==> config.mk <==
export PLATFORM = sky130hd
export DESIGN_NAME = keypad_frequency_entry_core
export DESIGN_NICKNAME = d
export VERILOG_FILES = /design/src/hdl/kfe_pkg.sv /design/src/hdl/kfe_ram.sv /design/src/hdl/keypad_frequency_entry_core.sv
export SDC_FILE = /design/constraint.sdc
export NUM_CORES = 1
export LEC_CHECK = 0
export BUFFER_PORTS_ARGS = -buffer_cell sky130_fd_sc_hd__clkbuf_2
export CORE_UTILIZATION = 24
export DETAILED_ROUTE_END_ITERATION = 10
export PLACE_DENSITY = 0.37
export SLEW_MARGIN = 20
export SYNTH_ARGS = -nofsm -noshare
export SYNTH_HDL_FRONTEND = slang
export SYNTH_SLANG_ARGS = --single-unit
==> constraint.sdc <==
create_clock -name clk -period 7.2 [get_ports clk]
set_input_delay 2.16 -clock clk [delete_from_list [all_inputs] [get_ports clk]]
set_output_delay 2.16 -clock clk [all_outputs]
set_load 0.005 [all_outputs]
==> src/hdl/kfe_pkg.sv <==
`timescale 1ns / 1ps
// ----------------------------------------------------------------------------
// kfe_pkg
// Shared types, key codes and limits for the keypad frequency entry core.
// ----------------------------------------------------------------------------
package kfe_pkg;

    localparam int DEF_MAX_CHARS = 12;
    localparam int DEF_NUM_VFOS  = 2;

    localparam int KEY_W  = 4;
    localparam int LEN_W  = 4;
    localparam int FREQ_W = 60;
    localparam int FRAC_W = 3;

    typedef logic [KEY_W-1:0]  key_t;
    typedef logic [LEN_W-1:0]  len_t;
    typedef logic [FREQ_W-1:0] freq_t;
    typedef logic [FRAC_W-1:0] frac_t;

    localparam key_t KEY_POINT = 4'd10;
    localparam key_t KEY_BACK  = 4'd11;
    localparam key_t KEY_CLEAR = 4'd12;
    localparam key_t KEY_HZ    = 4'd13;
    localparam key_t KEY_KHZ   = 4'd14;
    localparam key_t KEY_MHZ   = 4'd15;

    localparam freq_t FREQ_MAX       = 60'd999999999999000000;
    localparam freq_t FREQ_MAX_DIV10 = 60'd99999999999900000;
    localparam freq_t MIN_FREQ       = 60'd10000;

    localparam frac_t SCALE_HZ  = 3'd0;
    localparam frac_t SCALE_KHZ = 3'd3;
    localparam frac_t SCALE_MHZ = 3'd6;

    typedef enum logic [2:0] {
        ST_IDLE,
        ST_BACK,
        ST_WALK,
        ST_SCALE,
        ST_FINISH
    } state_t;

    function automatic frac_t scale_of(input key_t key);
        frac_t s;
        case (key)
            KEY_MHZ: s = SCALE_MHZ;
            KEY_KHZ: s = SCALE_KHZ;
            default: s = SCALE_HZ;
        endcase
        return s;
    endfunction

endpackage

==> src/hdl/kfe_ram.sv <==
`timescale 1ns / 1ps
// ----------------------------------------------------------------------------
// kfe_ram
// Generic single-write, single-read RAM with registered read data.
// ----------------------------------------------------------------------------
module kfe_ram #(
    parameter int WIDTH = 4,
    parameter int DEPTH = 24
) (
    input  logic                     clk,
    input  logic                     we,
    input  logic [$clog2(DEPTH)-1:0] waddr,
    input  logic [WIDTH-1:0]         wdata,
    input  logic [$clog2(DEPTH)-1:0] raddr,
    output logic [WIDTH-1:0]         rdata
);

    logic [WIDTH-1:0] mem [DEPTH];

    always_ff @(posedge clk)
    begin
        if (we)
        begin
            mem[waddr] <= wdata;
        end
        rdata <= mem[raddr];
    end

endmodule

==> src/hdl/keypad_frequency_entry_core.sv <==
`timescale 1ns / 1ps
// ----------------------------------------------------------------------------
// keypad_frequency_entry_core
// Per-tuner keypad entry buffers; enter keys convert the buffer to whole Hz.
//
//  channel | dir | handshake          | payload
//  s_*     | in  | s_tvalid/s_tready  | tdata: key, tuser: tuner select
//  m_*     | out | m_tvalid/m_tready  | tdata: hz, length, point; tuser: valid
//
// Digit, point and clear keys go straight to the final state, backspace via
// a read of the dropped character. Enter keys read each stored character,
// then up to six x10 steps or one rounding step on the multiply-by-ten adder.
// Reset empties every buffer at once; character storage needs no clearing.
// s_tready is high only in the idle state; a result waiting on m_tready
// holds the block in its final state until the output register frees.
// ----------------------------------------------------------------------------
module keypad_frequency_entry_core #(
    parameter int MAX_CHARS = kfe_pkg::DEF_MAX_CHARS,
    parameter int NUM_VFOS  = kfe_pkg::DEF_NUM_VFOS
) (
    input  logic        clk,
    input  logic        rst_n,
    input  logic        s_tvalid,
    output logic        s_tready,
    input  logic [7:0]  s_tdata,   // [3:0] key, [7:4] zero
    input  logic        s_tuser,   // [0] vfo_select
    output logic        m_tvalid,
    input  logic        m_tready,
    output logic [71:0] m_tdata,   // [59:0] frequency_hz, [63:60] entry_length,
                                   // [64] has_point, [71:65] zero
    output logic        m_tuser    // [0] frequency_valid
);

    localparam int DEPTH = NUM_VFOS * MAX_CHARS;
    localparam int AW    = $clog2(DEPTH);
    localparam int VW    = (NUM_VFOS > 1) ? $clog2(NUM_VFOS) : 1;

    kfe_pkg::state_t state_reg, state_next;

    logic [VW-1:0]      vfo_reg, vfo_next;
    kfe_pkg::frac_t     scale_reg, scale_next;
    logic               enter_reg, enter_next;
    logic               bad_reg, bad_next;
    kfe_pkg::len_t      idx_reg, idx_next;
    logic               pend_reg, pend_next;
    logic               after_reg, after_next;
    logic               drop_reg, drop_next;
    logic               rnd_reg, rnd_next;
    kfe_pkg::frac_t     fcnt_reg, fcnt_next;
    kfe_pkg::freq_t     acc_reg, acc_next;

    kfe_pkg::len_t      len_reg [NUM_VFOS];
    kfe_pkg::len_t      len_next [NUM_VFOS];
    logic               point_reg [NUM_VFOS];
    logic               point_next [NUM_VFOS];

    logic               m_tvalid_reg, m_tvalid_next;
    logic               out_valid_reg, out_valid_next;
    kfe_pkg::freq_t     out_hz_reg, out_hz_next;
    kfe_pkg::len_t      out_len_reg, out_len_next;
    logic               out_point_reg, out_point_next;

    logic               ram_we;
    logic [AW-1:0]      ram_waddr;
    logic [AW-1:0]      ram_raddr;
    kfe_pkg::key_t      ram_wdata;
    kfe_pkg::key_t      ram_rdata;

    logic               unit_x10;
    kfe_pkg::freq_t     unit_a;
    kfe_pkg::key_t      unit_add;
    kfe_pkg::freq_t     unit_y;

    kfe_pkg::key_t      in_key;
    logic [VW-1:0]      in_idx;
    logic               vfo_ok;
    kfe_pkg::len_t      cur_len;
    logic               cur_point;
    logic [AW-1:0]      base_in;
    logic [AW-1:0]      base_reg;
    kfe_pkg::len_t      len_v;
    logic               accept;
    logic               slot_free;

    assign in_key    = s_tdata[kfe_pkg::KEY_W-1:0];
    assign in_idx    = VW'(s_tuser);
    assign vfo_ok    = (32'(s_tuser) < NUM_VFOS);
    assign cur_len   = vfo_ok ? len_reg[in_idx] : '0;
    assign cur_point = vfo_ok ? point_reg[in_idx] : 1'b0;
    assign base_in   = AW'(32'(in_idx) * MAX_CHARS);
    assign base_reg  = AW'(32'(vfo_reg) * MAX_CHARS);
    assign len_v     = len_reg[vfo_reg];
    assign s_tready  = (state_reg == kfe_pkg::ST_IDLE);
    assign accept    = s_tvalid && s_tready;
    assign slot_free = !m_tvalid_reg || m_tready;

    // shared multiply-by-ten and add
    assign unit_y = (unit_x10 ? ((unit_a << 3) + (unit_a << 1)) : unit_a)
                    + kfe_pkg::FREQ_W'(unit_add);

    kfe_ram #(
        .WIDTH (kfe_pkg::KEY_W),
        .DEPTH (DEPTH)
    ) u_chars (
        .clk   (clk),
        .we    (ram_we),
        .waddr (ram_waddr),
        .wdata (ram_wdata),
        .raddr (ram_raddr),
        .rdata (ram_rdata)
    );

    always_comb
    begin
        state_next = state_reg;
        case (state_reg)
            kfe_pkg::ST_IDLE:
            begin
                if (s_tvalid)
                begin
                    if (!vfo_ok)
                    begin
                        state_next = kfe_pkg::ST_FINISH;
                    end
                    else if (in_key == kfe_pkg::KEY_BACK && cur_len != '0)
                    begin
                        state_next = kfe_pkg::ST_BACK;
                    end
                    else if (in_key >= kfe_pkg::KEY_HZ)
                    begin
                        state_next = kfe_pkg::ST_WALK;
                    end
                    else
                    begin
                        state_next = kfe_pkg::ST_FINISH;
                    end
                end
            end
            kfe_pkg::ST_BACK:
            begin
                state_next = kfe_pkg::ST_FINISH;
            end
            kfe_pkg::ST_WALK:
            begin
                if (idx_reg == len_v)
                begin
                    state_next = kfe_pkg::ST_SCALE;
                end
            end
            kfe_pkg::ST_SCALE:
            begin
                if (drop_reg || fcnt_reg >= scale_reg)
                begin
                    state_next = kfe_pkg::ST_FINISH;
                end
            end
            kfe_pkg::ST_FINISH:
            begin
                if (slot_free)
                begin
                    state_next = kfe_pkg::ST_IDLE;
                end
            end
            default:
            begin
                state_next = kfe_pkg::ST_IDLE;
            end
        endcase
    end

    always_comb
    begin
        vfo_next       = vfo_reg;
        scale_next     = scale_reg;
        enter_next     = enter_reg;
        bad_next       = bad_reg;
        idx_next       = idx_reg;
        pend_next      = 1'b0;
        after_next     = after_reg;
        drop_next      = drop_reg;
        rnd_next       = rnd_reg;
        fcnt_next      = fcnt_reg;
        acc_next       = acc_reg;
        len_next       = len_reg;
        point_next     = point_reg;
        m_tvalid_next  = m_tvalid_reg && !m_tready;
        out_valid_next = out_valid_reg;
        out_hz_next    = out_hz_reg;
        out_len_next   = out_len_reg;
        out_point_next = out_point_reg;
        ram_we         = 1'b0;
        ram_waddr      = base_in + AW'(cur_len);
        ram_wdata      = in_key;
        ram_raddr      = base_reg + AW'(idx_reg);
        unit_x10       = 1'b1;
        unit_a         = acc_reg;
        unit_add       = '0;

        case (state_reg)
            kfe_pkg::ST_IDLE:
            begin
                if (accept)
                begin
                    vfo_next   = in_idx;
                    scale_next = kfe_pkg::scale_of(in_key);
                    enter_next = (in_key >= kfe_pkg::KEY_HZ);
                    bad_next   = !vfo_ok;
                    idx_next   = '0;
                    after_next = 1'b0;
                    drop_next  = 1'b0;
                    rnd_next   = 1'b0;
                    fcnt_next  = '0;
                    acc_next   = '0;
                    if (vfo_ok)
                    begin
                        if (in_key <= kfe_pkg::KEY_POINT)
                        begin
                            if (32'(cur_len) < MAX_CHARS &&
                                !(in_key == kfe_pkg::KEY_POINT && cur_point))
                            begin
                                ram_we           = 1'b1;
                                len_next[in_idx] = cur_len + 1'b1;
                                if (in_key == kfe_pkg::KEY_POINT)
                                begin
                                    point_next[in_idx] = 1'b1;
                                end
                            end
                        end
                        else if (in_key == kfe_pkg::KEY_BACK)
                        begin
                            if (cur_len != '0)
                            begin
                                len_next[in_idx] = cur_len - 1'b1;
                                ram_raddr        = base_in + AW'(cur_len - 1'b1);
                            end
                        end
                        else if (in_key == kfe_pkg::KEY_CLEAR)
                        begin
                            len_next[in_idx]   = '0;
                            point_next[in_idx] = 1'b0;
                        end
                    end
                end
            end
            kfe_pkg::ST_BACK:
            begin
                if (ram_rdata == kfe_pkg::KEY_POINT)
                begin
                    point_next[vfo_reg] = 1'b0;
                end
            end
            kfe_pkg::ST_WALK:
            begin
                if (idx_reg != len_v)
                begin
                    idx_next  = idx_reg + 1'b1;
                    pend_next = 1'b1;
                end
                if (pend_reg)
                begin
                    if (ram_rdata > 4'd9)
                    begin
                        after_next = 1'b1;
                    end
                    else if (!after_reg || fcnt_reg < scale_reg)
                    begin
                        unit_add = ram_rdata;
                        acc_next = unit_y;
                        if (after_reg)
                        begin
                            fcnt_next = fcnt_reg + 1'b1;
                        end
                    end
                    else if (!drop_reg)
                    begin
                        // first digit past the scale decides half-up rounding
                        drop_next = 1'b1;
                        rnd_next  = (ram_rdata >= 4'd5);
                    end
                end
            end
            kfe_pkg::ST_SCALE:
            begin
                if (drop_reg)
                begin
                    unit_x10 = 1'b0;
                    unit_add = kfe_pkg::KEY_W'(rnd_reg);
                    acc_next = unit_y;
                end
                else if (fcnt_reg < scale_reg)
                begin
                    if (acc_reg > kfe_pkg::FREQ_MAX_DIV10)
                    begin
                        acc_next  = kfe_pkg::FREQ_MAX;
                        fcnt_next = scale_reg;
                    end
                    else
                    begin
                        acc_next  = unit_y;
                        fcnt_next = fcnt_reg + 1'b1;
                    end
                end
                if (drop_reg || fcnt_reg >= scale_reg)
                begin
                    len_next[vfo_reg]   = '0;
                    point_next[vfo_reg] = 1'b0;
                end
            end
            kfe_pkg::ST_FINISH:
            begin
                if (slot_free)
                begin
                    m_tvalid_next  = 1'b1;
                    out_valid_next = enter_reg && (acc_reg >= kfe_pkg::MIN_FREQ);
                    out_hz_next    = acc_reg;
                    out_len_next   = bad_reg ? '0 : len_v;
                    out_point_next = bad_reg ? 1'b0 : point_reg[vfo_reg];
                end
            end
            default:
            begin
            end
        endcase
    end

    always_ff @(posedge clk or negedge rst_n)
    begin
        if (!rst_n)
        begin
            state_reg    <= kfe_pkg::ST_IDLE;
            pend_reg     <= 1'b0;
            m_tvalid_reg <= 1'b0;
            for (int i = 0; i < NUM_VFOS; i++)
            begin
                len_reg[i]   <= '0;
                point_reg[i] <= 1'b0;
            end
        end
        else
        begin
            state_reg    <= state_next;
            pend_reg     <= pend_next;
            m_tvalid_reg <= m_tvalid_next;
            len_reg      <= len_next;
            point_reg    <= point_next;
        end
    end

    always_ff @(posedge clk)
    begin
        vfo_reg       <= vfo_next;
        scale_reg     <= scale_next;
        enter_reg     <= enter_next;
        bad_reg       <= bad_next;
        idx_reg       <= idx_next;
        after_reg     <= after_next;
        drop_reg      <= drop_next;
        rnd_reg       <= rnd_next;
        fcnt_reg      <= fcnt_next;
        acc_reg       <= acc_next;
        out_valid_reg <= out_valid_next;
        out_hz_reg    <= out_hz_next;
        out_len_reg   <= out_len_next;
        out_point_reg <= out_point_next;
    end

    assign m_tvalid = m_tvalid_reg;
    assign m_tuser  = out_valid_reg;
    assign m_tdata  = {7'd0, out_point_reg, out_len_reg, out_hz_reg};

    a_one_item: assert property (@(posedge clk) disable iff (!rst_n)
        (s_tvalid && s_tready) |=> !s_tready)
        else $error("input taken while an item is in progress");

    a_len_bound: assert property (@(posedge clk) disable iff (!rst_n)
        m_tvalid |-> (32'(m_tdata[63:60]) <= MAX_CHARS))
        else $error("entry length beyond buffer size");

    a_freq_range: assert property (@(posedge clk) disable iff (!rst_n)
        (m_tvalid && m_tuser) |->
            (m_tdata[59:0] >= kfe_pkg::MIN_FREQ && m_tdata[59:0] <= kfe_pkg::FREQ_MAX))
        else $error("valid frequency out of range");

    a_pend_walk: assert property (@(posedge clk) disable iff (!rst_n)
        pend_reg |-> (state_reg == kfe_pkg::ST_WALK))
        else $error("character read pending outside conversion");

endmodule
==> flow_summary.yaml <==
global_route:
  antenna_found_initial: 0
  grt_overflow: 0
  grt_pass1_wl_um: 87100
  grt_pass1_vias: 13900
  grt.total_usage: 0.160
  grt_max_degree: 67
place:
  port_buffers: 76
  dp_hpwl_um: 41700
  place.gp.congestion: 0.835
  dp_cells: 2711
setup_path:
  r2r-start: "acc_reg[0]"
  required_ns: 7.61
  startpoint_type: "input pin"
  critPathKind: "in2reg"
  ff2ff_path_depth: 15
  worstPathArrival_ns: 5.94
  worstPathMaxFanout: 35
  timing.rr.end: "acc_reg[59]"
  r2r_slack_ns: 1.85
  end_kind: "register"
sta:
  final_hold_viol_count: 0
  rsz0062_at_grt: "false"
  worst_slew_pin_slew_ns: 1.05
  worst_clock_skew_ns: 0.0160
  finalSetupViolations: 0
  slew_violations: 0
  hold-worst-slack_ns: 0.512
  slew-limit-headroom: 0.299
  min_period_ns: 5.53
  setup_tns_ns: 0
  max_freq_mhz: 181
  fin_crit_sh: 0.768
clock_network:
  cts_buffers: 35
  cts_tree: "yes"
  cts_resized: 0
  clock_latency_ns: 0.56
  cts.sinks: 256
  ctsHoldBuffers: 0
  clock-root-buffer: "clkbuf_16"
  cts_max_level: 2
  clk_pin_slew_worst_paths_ns: 0.06
  post_cts_buffers: 0
  clockBufferDepth: 3
yosys:
  synth_top_area_cell: "edfxtp_1"
  yosysMostFrequentCell: "edfxtp_1"
  ys_seq_area_frac: 0.448
  synthTopCellsByCount: "237 x edfxtp_1, 232 x nand2_1, 164 x nor2_1"
  synth_area_um2: 16900
  synth_top_flop_cell: "edfxtp_1"
  yosys-top-cells-area: "edfxtp_1 42%, ha_1 5.5%, nand2_1 5.1%"
  yosysWarnings: 0
  yosysTopAreaCellShare: 0.421
  synth_edf_count: 237
  synth_cell_types: 97
  synth-seq-cells: 256
  synthCells: 1762
  synth-async-reset-ratio: 0.0586
  synth.avg_cell_area_um2: 9.60
finish:
  largest_reg_flops: 96
  instances_no_fill: 2775
  n_fill_cell: 7395
  areaGrowthSynthToFinish_pct: 15.5
  nNetsFinal: 1908
  n_antenna_cell: 0
  layout-drive-gt1-share: 0.109
worst_hold_path:
  worstHoldEndpoint: "out_hz_reg[59]"
  holdCritStartpoint: "acc_reg[59]"
  hold_depth: 0
  hold_path_class: "reg2reg"
route:
  via_count: 14100
  drc_errors: 0
  drtPass1Iterations: 5
  routed_wl_um: 57600
  via_per_inst: 5.09
  avgRoutedWirePerCell_um: 20.7
  drt_iter0_drc: 1125
  drtAntennaViolNets: 0
floorplan:
  ios: 88
  std_cell_rows: 96
  die_area_um2: 71500
  initial_utilization: 0.244
  core_um2: 69200
  die_h_um: 267
  die_x_um: 267
status:
  status: "complete, no violations"
job:
  maxCapViolations: 0
==> routing by layer <==
layer	wire [µm]	global-route usage
met1	27200	0.221
met2	26600	0.260
met3	2390	0.0198
met4	1390	0.0471
met5	0	0
==> area by class of cell <==
type,count,area (µm²),share of cell area
clock inverters,22,307,0.0157
flip-flops and latches,256,7570,0.388
well taps,931,1160,0.0597
multi-input cells,1395,8910,0.457
clock buffers,42,902,0.0462
repair buffers,94,536,0.0274
inverters,35,131,0.00673
==> per-stage QoR <==
stage | worst slack (ns) | util | cell area [µm²]
final | 1.67 | 0.282 | 19500
after global routing | 1.40 | 0.282 | 19500
after CTS | 1.73 | 0.282 | 19500
after floorplan | 1.53 | - | 16900
after detailed placement | 1.15 | 0.265 | 18300
after global placement | 1.15 | 0.264 | 18300
==> placed cells by master, fill, tap and decap left out, types with 7 or more instances in the layout <==
master | netlist | final
xnor2_1 | 46 | 46
a21boi_0 | 8 | 8
a21o_1 | 21 | 21
clkbuf_1 | 60 | 7
a21oi_1 | 157 | 156
edfxtp_1 | 237 | 237
a311oi_1 | 13 | 13
o21ai_0 | 97 | 96
nand3b_1 | 8 | 8
nand4_1 | 37 | 37
and3_1 | 18 | 17
nor3_1 | 44 | 44
nand3_1 | 32 | 32
o21a_1 | 13 | 12
nor2_1 | 164 | 164
xor2_1 | 46 | 46
o211ai_1 | 13 | 13
a211oi_1 | 47 | 47
inv_1 | 35 | 35
ha_1 | 74 | 74
o31ai_1 | 7 | 7
nand2_1 | 232 | 232
clkbuf_16 | 0 | 35
mux2_2 | 7 | 7
dfrtp_1 | 15 | 15
conb_1 | 1 | 7
or3_1 | 17 | 17
buf_4 | 8 | 17
nor2b_1 | 15 | 15
clkbuf_2 | 0 | 76
nor4_1 | 18 | 18
nand2b_1 | 13 | 13
a31oi_1 | 22 | 22
and2_1 | 35 | 35
mux2i_1 | 27 | 25
==> worst max-delay path, cell delays in order <==
cell and delay (ns):
clkbuf_2 0.44, inv_1 0.28, a21oi_1 0.49, a31oi_1 0.24
nand2_1 0.36, nor2_1 0.13, a21oi_4 0.81, a31oi_1 0.24
a211oi_1 0.51, a21o_1 0.17, a21oi_1 0.08
==> cells by family (layout without fill, tap and decap cells) <==
kind of cell	Yosys count	count (layout)	share of synthesized area
buffers and inverters	117	193	0.0292
and+or+nand+nor	689	689	0.203
other	1	7	0.000222
xor gates and xnor gates	92	92	0.0476
DFF	256	256	0.448
adders and majority gates	78	78	0.0595
muxes	34	34	0.0206
AOI/OAI and AO/OA	495	495	0.192
==> how the worst max path moves through the flow <==
| stage | start | to |
|---|---|---|
| after floorplan | state_reg[2] | acc_reg[52] |
| after detailed placement | s_tuser | u_chars.rdata[3] |
| after CTS | s_tuser | u_chars.rdata[0] |
| after global routing | s_tuser | u_chars.rdata[0] |
| final | s_tuser | u_chars.rdata[3] |
| after global placement | s_tuser | u_chars.rdata[3] |
Power is left out: the tool's default activity adds up to more than one toggle a clock period on the data nets, which glitch-free logic cannot reach.
